### config.mk
export PLATFORM = sky130hd
export DESIGN_NAME = sliding_window_arrival_ratio
export DESIGN_NICKNAME = d
export VERILOG_FILES = /design/src/hw/rtl/swar_pkg.sv /design/src/hw/rtl/swar_hist_mem.sv /design/src/hw/rtl/swar_div.sv /design/src/hw/rtl/sliding_window_arrival_ratio.sv
export SDC_FILE = /design/constraint.sdc
export NUM_CORES = 2
export LEC_CHECK = 0
export BUFFER_PORTS_ARGS = -buffer_cell sky130_fd_sc_hd__buf_2
export CORE_MARGIN = 5
export CORE_UTILIZATION = 30
export CTS_CLUSTER_DIAMETER = 50
export DETAILED_ROUTE_END_ITERATION = 10
export SLEW_MARGIN = 20
export SYNTH_ARGS = -nofsm -noshare
export SYNTH_HDL_FRONTEND = slang
export SYNTH_SLANG_ARGS = --single-unit
### constraint.sdc
create_clock -name i_clk -period 6.8 [get_ports i_clk]
set_input_delay 1.7 -clock i_clk [delete_from_list [all_inputs] [get_ports i_clk]]
set_output_delay 1.7 -clock i_clk [all_outputs]
set_load 0.005 [all_outputs]
### src/hw/rtl/swar_pkg.sv
// ----------------------------------------------------------------------------
// swar_pkg
// Shared types and constants for the sliding window arrival ratio block.
// ----------------------------------------------------------------------------
package swar_pkg;

    localparam int CNT_W     = 11;
    localparam int PCT_W     = 15;
    localparam int PROD_W    = 26;
    localparam int SCALE_PCT = 25600;

    typedef enum logic {
        REQ_RECORD = 1'b0,
        REQ_QUERY  = 1'b1
    } t_req;

    typedef logic [CNT_W-1:0] t_cnt;
    typedef logic [PCT_W-1:0] t_pct;

    typedef struct packed {
        logic start;
        t_cnt num;
        t_cnt den;
    } t_div_req;

    typedef struct packed {
        logic done;
        t_pct quot;
    } t_div_rsp;

endpackage

### src/hw/rtl/swar_hist_mem.sv
// ----------------------------------------------------------------------------
// swar_hist_mem
// Arrival flag history: one write port, one registered read port.
// ----------------------------------------------------------------------------
module swar_hist_mem #(
    parameter int DEPTH = 1024,
    parameter int AW    = 10
) (
    input  logic          i_clk,
    input  logic          i_we,
    input  logic [AW-1:0] i_waddr,
    input  logic          i_wdata,
    input  logic [AW-1:0] i_raddr,
    output logic          o_rdata
);

    logic r_mem [DEPTH];
    logic r_rdata;

    always_ff @(posedge i_clk) begin
        if (i_we) begin
            r_mem[i_waddr] <= i_wdata;
        end
        r_rdata <= r_mem[i_raddr];
    end

    assign o_rdata = r_rdata;

endmodule

### src/hw/rtl/swar_div.sv
// ----------------------------------------------------------------------------
// swar_div
// Percentage unit: scales the count by 25600 and divides by the window,
// one restoring quotient bit per cycle.
// ----------------------------------------------------------------------------
module swar_div (
    input  logic               i_clk,
    input  logic               i_rst_n,
    input  swar_pkg::t_div_req i_req,
    output swar_pkg::t_div_rsp o_rsp
);

    import swar_pkg::*;

    localparam int STEP_W = $clog2(PCT_W + 1);

    logic [CNT_W-1:0]  r_rem;
    logic [PCT_W-1:0]  r_low;
    logic [PCT_W-1:0]  r_quot;
    logic [CNT_W-1:0]  r_den;
    logic [STEP_W-1:0] r_steps;
    logic              r_busy;
    logic              r_done;

    logic [PROD_W-1:0] prod;
    logic [CNT_W:0]    trial;
    logic              fits;

    assign prod  = PROD_W'(i_req.num) * PROD_W'(SCALE_PCT);
    assign trial = {r_rem, r_low[PCT_W-1]};
    assign fits  = trial >= {1'b0, r_den};

    always_ff @(posedge i_clk) begin
        if (!i_rst_n) begin
            r_busy  <= 1'b0;
            r_done  <= 1'b0;
            r_steps <= '0;
        end else begin
            r_done <= 1'b0;
            if (i_req.start) begin
                r_busy  <= 1'b1;
                r_steps <= STEP_W'(PCT_W);
                r_rem   <= prod[PROD_W-1:PCT_W];
                r_low   <= prod[PCT_W-1:0];
                r_den   <= i_req.den;
                r_quot  <= '0;
            end else if (r_busy) begin
                r_rem   <= fits ? CNT_W'(trial - {1'b0, r_den}) : trial[CNT_W-1:0];
                r_low   <= {r_low[PCT_W-2:0], 1'b0};
                r_quot  <= {r_quot[PCT_W-2:0], fits};
                r_steps <= r_steps - 1'b1;
                if (r_steps == STEP_W'(1)) begin
                    r_busy <= 1'b0;
                    r_done <= 1'b1;
                end
            end
        end
    end

    assign o_rsp.done = r_done;
    assign o_rsp.quot = r_quot;

endmodule

### src/hw/rtl/sliding_window_arrival_ratio.sv
// ----------------------------------------------------------------------------
// sliding_window_arrival_ratio
// Ring of recent arrival flags; a query counts arrivals over the newest
// window and returns the count, the window and the percentage in Q8.
// ----------------------------------------------------------------------------
//  channel | handshake               | payload
//  --------+-------------------------+-------------------------------------------
//  in      | i_in_valid / o_in_stall | i_req_type, i_arrived, i_window_request
//  out     | o_out_valid/ i_out_stall| o_received_count, o_window_used, o_percent_q8
//
//  A query walks a window of W flags, one history read per cycle, then runs
//  the divider; an empty window skips both. Reset is synchronous and empties
//  the ring. A stalled result holds in the output register; records and new
//  queries are taken meanwhile, and a query waits only to hand over its own
//  result.
// ----------------------------------------------------------------------------
module sliding_window_arrival_ratio #(
    parameter int HISTORY_BITS = 1024
) (
    input  logic                  i_clk,
    input  logic                  i_rst_n,
    input  logic                  i_in_valid,
    output logic                  o_in_stall,
    input  logic                  i_req_type,
    input  logic                  i_arrived,
    input  logic [10:0]           i_window_request,
    output logic                  o_out_valid,
    input  logic                  i_out_stall,
    output logic [10:0]           o_received_count,
    output logic [10:0]           o_window_used,
    output swar_pkg::t_pct        o_percent_q8
);

    import swar_pkg::*;

    localparam int PW = $clog2(HISTORY_BITS);
    localparam int FW = $clog2(HISTORY_BITS + 1);
    localparam int CW = (FW > CNT_W) ? FW : CNT_W;

    typedef enum logic [1:0] {
        S_IDLE,
        S_WALK,
        S_DIV,
        S_DONE
    } t_state;

    t_state        r_state, n_state;
    logic [PW-1:0] r_newest, n_newest;
    logic [FW-1:0] r_fill, n_fill;
    logic [PW-1:0] r_rd_pos, n_rd_pos;
    t_cnt          r_left, n_left;
    logic          r_rd_vld, n_rd_vld;
    t_cnt          r_got, n_got;
    t_cnt          r_used, n_used;
    t_pct          r_pct, n_pct;
    logic          r_div_start, n_div_start;
    logic          r_out_valid, n_out_valid;
    t_cnt          r_o_got, n_o_got;
    t_cnt          r_o_used, n_o_used;
    t_pct          r_o_pct, n_o_pct;

    logic          accept;
    logic          mem_we;
    logic          rdata;
    logic [PW-1:0] next_pos;
    logic [CW-1:0] req_ext;
    logic [CW-1:0] fill_ext;
    logic [CW-1:0] used_ext;
    t_div_req      div_req;
    t_div_rsp      div_rsp;

    assign o_in_stall = (r_state != S_IDLE);
    assign accept     = i_in_valid && !o_in_stall;
    assign next_pos   = (r_newest == PW'(HISTORY_BITS - 1)) ? '0 : r_newest + 1'b1;
    assign mem_we     = accept && (t_req'(i_req_type) == REQ_RECORD);
    assign req_ext    = CW'(i_window_request);
    assign fill_ext   = CW'(r_fill);
    assign used_ext   = (req_ext < fill_ext) ? req_ext : fill_ext;

    assign div_req.start = r_div_start;
    assign div_req.num   = r_got;
    assign div_req.den   = r_used;

    swar_hist_mem #(
        .DEPTH (HISTORY_BITS),
        .AW    (PW)
    ) u_hist (
        .i_clk   (i_clk),
        .i_we    (mem_we),
        .i_waddr (next_pos),
        .i_wdata (i_arrived),
        .i_raddr (r_rd_pos),
        .o_rdata (rdata)
    );

    swar_div u_div (
        .i_clk   (i_clk),
        .i_rst_n (i_rst_n),
        .i_req   (div_req),
        .o_rsp   (div_rsp)
    );

    always_comb begin
        n_state     = r_state;
        n_newest    = r_newest;
        n_fill      = r_fill;
        n_rd_pos    = r_rd_pos;
        n_left      = r_left;
        n_rd_vld    = 1'b0;
        n_got       = r_got;
        n_used      = r_used;
        n_pct       = r_pct;
        n_div_start = 1'b0;
        n_out_valid = r_out_valid && i_out_stall;
        n_o_got     = r_o_got;
        n_o_used    = r_o_used;
        n_o_pct     = r_o_pct;

        case (r_state)
            S_IDLE: begin
                if (accept) begin
                    if (t_req'(i_req_type) == REQ_RECORD) begin
                        n_newest = next_pos;
                        if (r_fill != FW'(HISTORY_BITS)) begin
                            n_fill = r_fill + 1'b1;
                        end
                    end else begin
                        n_used   = used_ext[CNT_W-1:0];
                        n_left   = used_ext[CNT_W-1:0];
                        n_rd_pos = r_newest;
                        n_got    = '0;
                        n_pct    = '0;
                        n_state  = (used_ext == '0) ? S_DONE : S_WALK;
                    end
                end
            end
            S_WALK: begin
                if (r_left != '0) begin
                    n_rd_pos = (r_rd_pos == '0) ? PW'(HISTORY_BITS - 1) : r_rd_pos - 1'b1;
                    n_left   = r_left - 1'b1;
                    n_rd_vld = 1'b1;
                end
                if (r_rd_vld) begin
                    n_got = r_got + CNT_W'(rdata);
                end
                if ((r_left == '0) && !r_rd_vld) begin
                    n_div_start = 1'b1;
                    n_state     = S_DIV;
                end
            end
            S_DIV: begin
                if (div_rsp.done) begin
                    n_pct   = div_rsp.quot;
                    n_state = S_DONE;
                end
            end
            S_DONE: begin
                if (!r_out_valid || !i_out_stall) begin
                    n_out_valid = 1'b1;
                    n_o_got     = r_got;
                    n_o_used    = r_used;
                    n_o_pct     = r_pct;
                    n_state     = S_IDLE;
                end
            end
            default: begin
                n_state = S_IDLE;
            end
        endcase
    end

    always_ff @(posedge i_clk) begin
        if (!i_rst_n) begin
            r_state     <= S_IDLE;
            r_newest    <= PW'(HISTORY_BITS - 1);
            r_fill      <= '0;
            r_rd_vld    <= 1'b0;
            r_div_start <= 1'b0;
            r_out_valid <= 1'b0;
        end else begin
            r_state     <= n_state;
            r_newest    <= n_newest;
            r_fill      <= n_fill;
            r_rd_vld    <= n_rd_vld;
            r_div_start <= n_div_start;
            r_out_valid <= n_out_valid;
        end
        r_rd_pos <= n_rd_pos;
        r_left   <= n_left;
        r_got    <= n_got;
        r_used   <= n_used;
        r_pct    <= n_pct;
        r_o_got  <= n_o_got;
        r_o_used <= n_o_used;
        r_o_pct  <= n_o_pct;
    end

    assign o_out_valid      = r_out_valid;
    assign o_received_count = r_o_got;
    assign o_window_used    = r_o_used;
    assign o_percent_q8     = r_o_pct;

endmodule

# Yosys cells after proc, flatten, opt, wreduce, memory -nomap -nowiden
# Memory sizes are Yosys's and may differ from the RTL's. A register that Yosys moved wholly into a read port is not among the register bits.
# Cells that the tools add are included.
# Widths: inputs -> output; s select.
[op_classes] add_sub_neg=7 multipliers=1 order_cmp=2 eq_ne=13 muxes=44 bitwise=3 n_reduce_logical=30
[ops] op="$mux 11" n=10
[ops] op="$mux 15" n=6
[ops] op="$mux 10" n=5
[ops] op="$pmux 11 s2" n=2
[ops] op="$pmux 15 s2" n=1
[ops] op="$logic_not 11->1" n=2
[ops] op="$pmux 10 s2" n=1
[ops] op="$mul 11x5->16 const B" n=1
[ops] op="$reduce_and 4->1" n=4
[ops] op="$ge 12x11->1" n=1
[ops] op="$mux 2" n=6
[ops] op="$ne 2x2->1 const B" n=6
[ops] op="$add 11x1->11" n=1
[ops] op="$add 11x1->11 const B" n=1
[ops] op="$lt 11x11->1" n=1
[ops] op="$ne 11x11->1 const B" n=1
[ops] op="$reduce_bool 11->1" n=1
[ops] op="$sub 11x1->11 const B" n=1
[ops] op="$sub 11x11->11" n=1
[ops] op="$add 10x1->10 const B" n=1
[ops] op="$eq 10x10->1 const B" n=1
[ops] op="$logic_not 10->1" n=1
[ops] op="$mux 1" n=10
[ops] op="$sub 10x1->10 const B" n=1
[ops] op="17 further kinds" n=34
[totals] reg_bits=178 ram_bits=1024 output_inout_bits=39 mem_count=1
[mem_list] name="u_hist.r_mem" depth=1024 word_bits=1 rd=1 rd_clocked_by_memory_dff=1 wr=1 line="swar_hist_mem.sv:17" source="logic r_mem [DEPTH];"

# Longest topological paths before layout
[depth] depth_word=7 ltp_mapped=14 mapped_depth_nobuf=13

# Cells and area by module
# From an unflattened synthesis, not the netlist that was laid out.
[hier_totals] hier_cells=3897 hier_area_um2=53849.1
[modules_own_cells] mod="swar_hist_mem" n_inst=1 cells_each=3112 area_per_inst_um2=44656.6 seq_area_each_um2=30769.5
[modules_own_cells] mod="sliding_window_arrival_ratio" n_inst=1 cells_each=464 area_per_inst_um2=5624.1 seq_area_each_um2=3373.2
[modules_own_cells] mod="swar_div" n_inst=1 cells_each=321 area_per_inst_um2=3568.4 seq_area_each_um2=1381.3

# Worst setup path after synthesis
# OpenSTA, ideal clock, no wires.
[synth_timing] path_type="input -> register" startpoint="input i_window_request[4]" endpoint="register r_used[7], data pin" setup_ps=260 arrival_ps=3843 t_required_ps=6540 path_slack_ps=2697 stages=10 cell_sequence="ha_1 a21o_1 a21oi_1 nor2b_1 o21ai_0 a31oi_1 o21a_1 nor2_1 clkbuf_1 mux2_2"
[synth_via] elab_chain_len=2
[synth_lines] item="start: declaration" line="sliding_window_arrival_ratio.sv:26" source="input logic [10:0] i_window_request,"
[synth_lines] item="$lt 11x11->1" line="sliding_window_arrival_ratio.sv:78" source="assign used_ext = (req_ext < fill_ext) ? req_ext : fill_ext;"
[synth_lines] item="$mux 11" line="sliding_window_arrival_ratio.sv:78"
[synth_lines] item="net used_ext[7]" line="sliding_window_arrival_ratio.sv:68" source="logic [CW-1:0] used_ext;"
[synth_lines] item="end signal: assignment" line="sliding_window_arrival_ratio.sv:191" source="r_used <= n_used;"
[synth_lines] item="end: declaration" line="sliding_window_arrival_ratio.sv:54" source="t_cnt r_used, n_used;"
# The timed path passes the listed nets, and every way through them passes these cells.
# A chain may end at the register's enable or synchronous reset.

==> metrics.cfg <==
[worst_setup_path]
crit_type = reg -> reg
cp.arrival_ns = 4.95
cp_data_required_time_ns = 7.44
crit_path_max_fanout = 23
endpoint_kind = register
r2r_setup_slack_ns = 2.49
start_kind = register

[global_routing]
grt_pass1_vias = 32100
grt_antenna_before_repair = 9
grt_max_degree = 238
grt-ovfl-total = 0
grt_pass1_wl_mm = 219
track_usage_pct = 15.8

[timing]
fin_setup_tns_ns = 0
timing.final.hold_violations = 0
drv_slew = 0
period_share_pct = 63.4
grt_setup_unrepaired = no
tightestPinTransition_ns = 1.23
max_slew_margin_pct = 17.6
max_freq_mhz = 232
finalCriticalPeriod_ns = 4.31
layout_setup_ws_ns = 2.49
setup_viol = 0
fin_worst_skew_ns = 0.0360

[run_status]
outcome = finished, final reports clean

[routing]
drc = 0
drtIter0Drc = 4216
avgRoutedWirePerCell_um = 23.9
dr.pass1.iters = 6
ant_nets = 0
vias = 33200
avgViaCountPerCell = 5.25
wl_mm = 151

[die]
io_pins = 56
dieArea_mm2 = 0.187
start_util_pct = 30.1
die_h_um = 433
fp.coreArea_mm2 = 0.178
rows = 155
die_w_um = 433

[clock_network]
clk_path_buf_depth = 3
post_cts_buffers = 0
cts_tree = yes
clockRootBuffer = clkbuf_16
numCtsBuffers = 132
postCtsHoldBufs = 0
clk_pin_slew_ns = 0.06
clock_latency_ns = 0.76
ctsResizeCount = 0
clock_sinks = 1194
htreeDepth = 4

[synthesis]
synth_flop_cell = edfxtp_1
netlist_instances = 3932
synth_cell_types = 76
synth_area_leaders = edfxtp_1 (65%), mux4_2 (8.4%), nor2_1 (7.8%)
ys_warn_count = 0
ys_ff_latch = 1194
synth_top_cell_area_share_pct = 65.1
syn-cell-area_mm2 = 0.0536
synth_edf_count = 1161
syn_avg_cell_area_um2 = 13.6
synth.largest_area_cell = edfxtp_1
async_flop_share_pct = 0
syn_nets = 4032
seq_area_frac_synth_pct = 66.3

[layout]
area_growth_pct = 13.0
drive_gt1_share_pct = 15.9
nets = 3961

[power_and_ir_drop]
vdd_drop_max_mv = 0.299
powerDensity_mw_per_mm2 = 371
leakagePower_uw = 0.0189

[placement]
place_congestion = 0.825
place_ws_ns = 2.11
hpwl_mm = 81.8
port-buffer-count = 55

[hold_path]
hp-class = reg -> reg

[flow_run]
drv_cap = 0

[state kept, by name, summed over array words and instances, names as in the netlist]
| signal | flops |
|---|---|
| fill_ext | 11 |
| o_out_valid | 1 |
| o_percent_q8 | 15 |
| o_received_count | 11 |
| o_window_used | 11 |
| r_div_start | 1 |
| r_got | 11 |
| r_left | 11 |
| r_newest | 10 |
| r_pct | 15 |
| r_rd_pos | 10 |
| r_rd_vld | 1 |
| r_state | 2 |
| r_used | 11 |
| u_div.r_busy | 1 |
| u_div.r_den | 11 |
| u_div.r_done | 1 |
| u_div.r_low | 5 |
| u_div.r_quot | 15 |
| u_div.r_rem | 11 |
| u_div.r_steps | 4 |
| u_hist.o_rdata | 1 |
| u_hist.r_mem | 1024 |
[cells by family after synthesis]
| logic type | synth area share [%] |
|---|---|
| AND/OR/NAND/NOR | 11.9 |
| XOR/XNOR | 0.948 |
| adder cells (fa/ha/maj) | 2.04 |
| buffers and inverters | 3.23 |
| multiplexers | 11.6 |
| flip-flops | 66.3 |
| AO/OA/AOI/OAI | 4.01 |
[area by class of cell]
class	count	area, µm²
Tap cell	2355	2950
Inverter	69	259
Sequential cell	1194	35500
Clock buffer	159	3450
Multi-Input combinational cell	2345	16600
Antenna cell	3	7.51
Timing Repair Buffer	119	878
Fill cell	17300	118000
Clock inverter	75	863
[final timing paths]
check	to	start	cells after the start
setup / recovery	u_hist.o_rdata	r_rd_pos[2]	9
hold / removal	o_percent_q8[10]	r_pct[10]	0
setup reg to reg	u_hist.o_rdata	r_rd_pos[2]	9
hold reg to reg	o_percent_q8[10]	r_pct[10]	0
[cell usage in the layout, fill, tap and decap left out, types with 19 or more instances in the layout]
cell type / count
nand2_2: 44
clkbuf_16: 134
o22ai_1: 36
inv_1: 66
dfxtp_1: 33
a211oi_1: 19
nor2_1: 1112
a21oi_1: 63
xnor2_1: 40
nor4_1: 21
o21ai_0: 52
nor2b_1: 31
clkbuf_1: 25
a22oi_1: 30
and2_1: 45
mux2_2: 34
nand2_1: 102
nor3_1: 39
mux4_2: 200
edfxtp_1: 1161
buf_4: 55
buf_2: 54
nand3_1: 28
mux2i_1: 113
ha_1: 75
clkinv_1: 23
[metal layers]
layer / share of wire, % / GRT usage [%] / up-vias
met5: 0.037 / 0 / -
met3: 8.9 / 3.03 / 290
li1: - / - / 14200
met1: 41 / 21.7 / 17100
met2: 47 / 25.3 / 1520
met4: 3.0 / 5.32 / 8
[critical path: stages (launching register included)]
cell and delay, ns:
edfxtp_1 0.70, inv_2 0.48, buf_4 0.64, mux2i_1 0.38
o22ai_1 0.15, nor4b_1 0.71, a2111oi_0 0.24, o21ai_0 0.21
nor3_1 0.12, or4_1 0.52
[stage by stage]
stage	std cells	total power, µW	utilization (%)	hold slack, ns	cell area, µm²
after floorplan	3932	13300	-	0.400	53600
after global placement	6082	15300	31.5	0.401	56100
after detailed placement	6082	15400	31.5	0.405	56200
after CTS	6316	22500	34.0	0.411	60500
after global routing	6316	23400	34.0	0.417	60500
final	6319	22400	34.0	0.407	60500
[synth_stat cells, types with 10 or more instances]
master,number
edfxtp_1,1161
nor2_1,1114
mux4_2,200
clkbuf_1,167
nand2_1,162
mux2i_1,113
buf_1,86
ha_1,76
inv_1,66
a21oi_1,65
o21ai_0,52
and2_1,45
buf_2,43
nor3_1,40
xnor2_1,40
nor2b_1,36
o22ai_1,36
mux2_2,34
dfxtp_1,33
a22oi_1,30
nand3_1,28
nor4_1,21
a211oi_1,20
xor2_1,18
and3_1,17
nand2b_1,17
buf_6,15
a2111oi_0,13
a31oi_1,13
nand4_1,11
o311ai_0,10
[report_power, final]
| part | switching, µW | internal (µW) |
|---|---|---|
| sequential | 248 | 8390 |
| combinational | 4230 | 2430 |
| clock | 3040 | 4090 |
| total | 7510 | 14900 |
(Power assumes the default switching activity.)
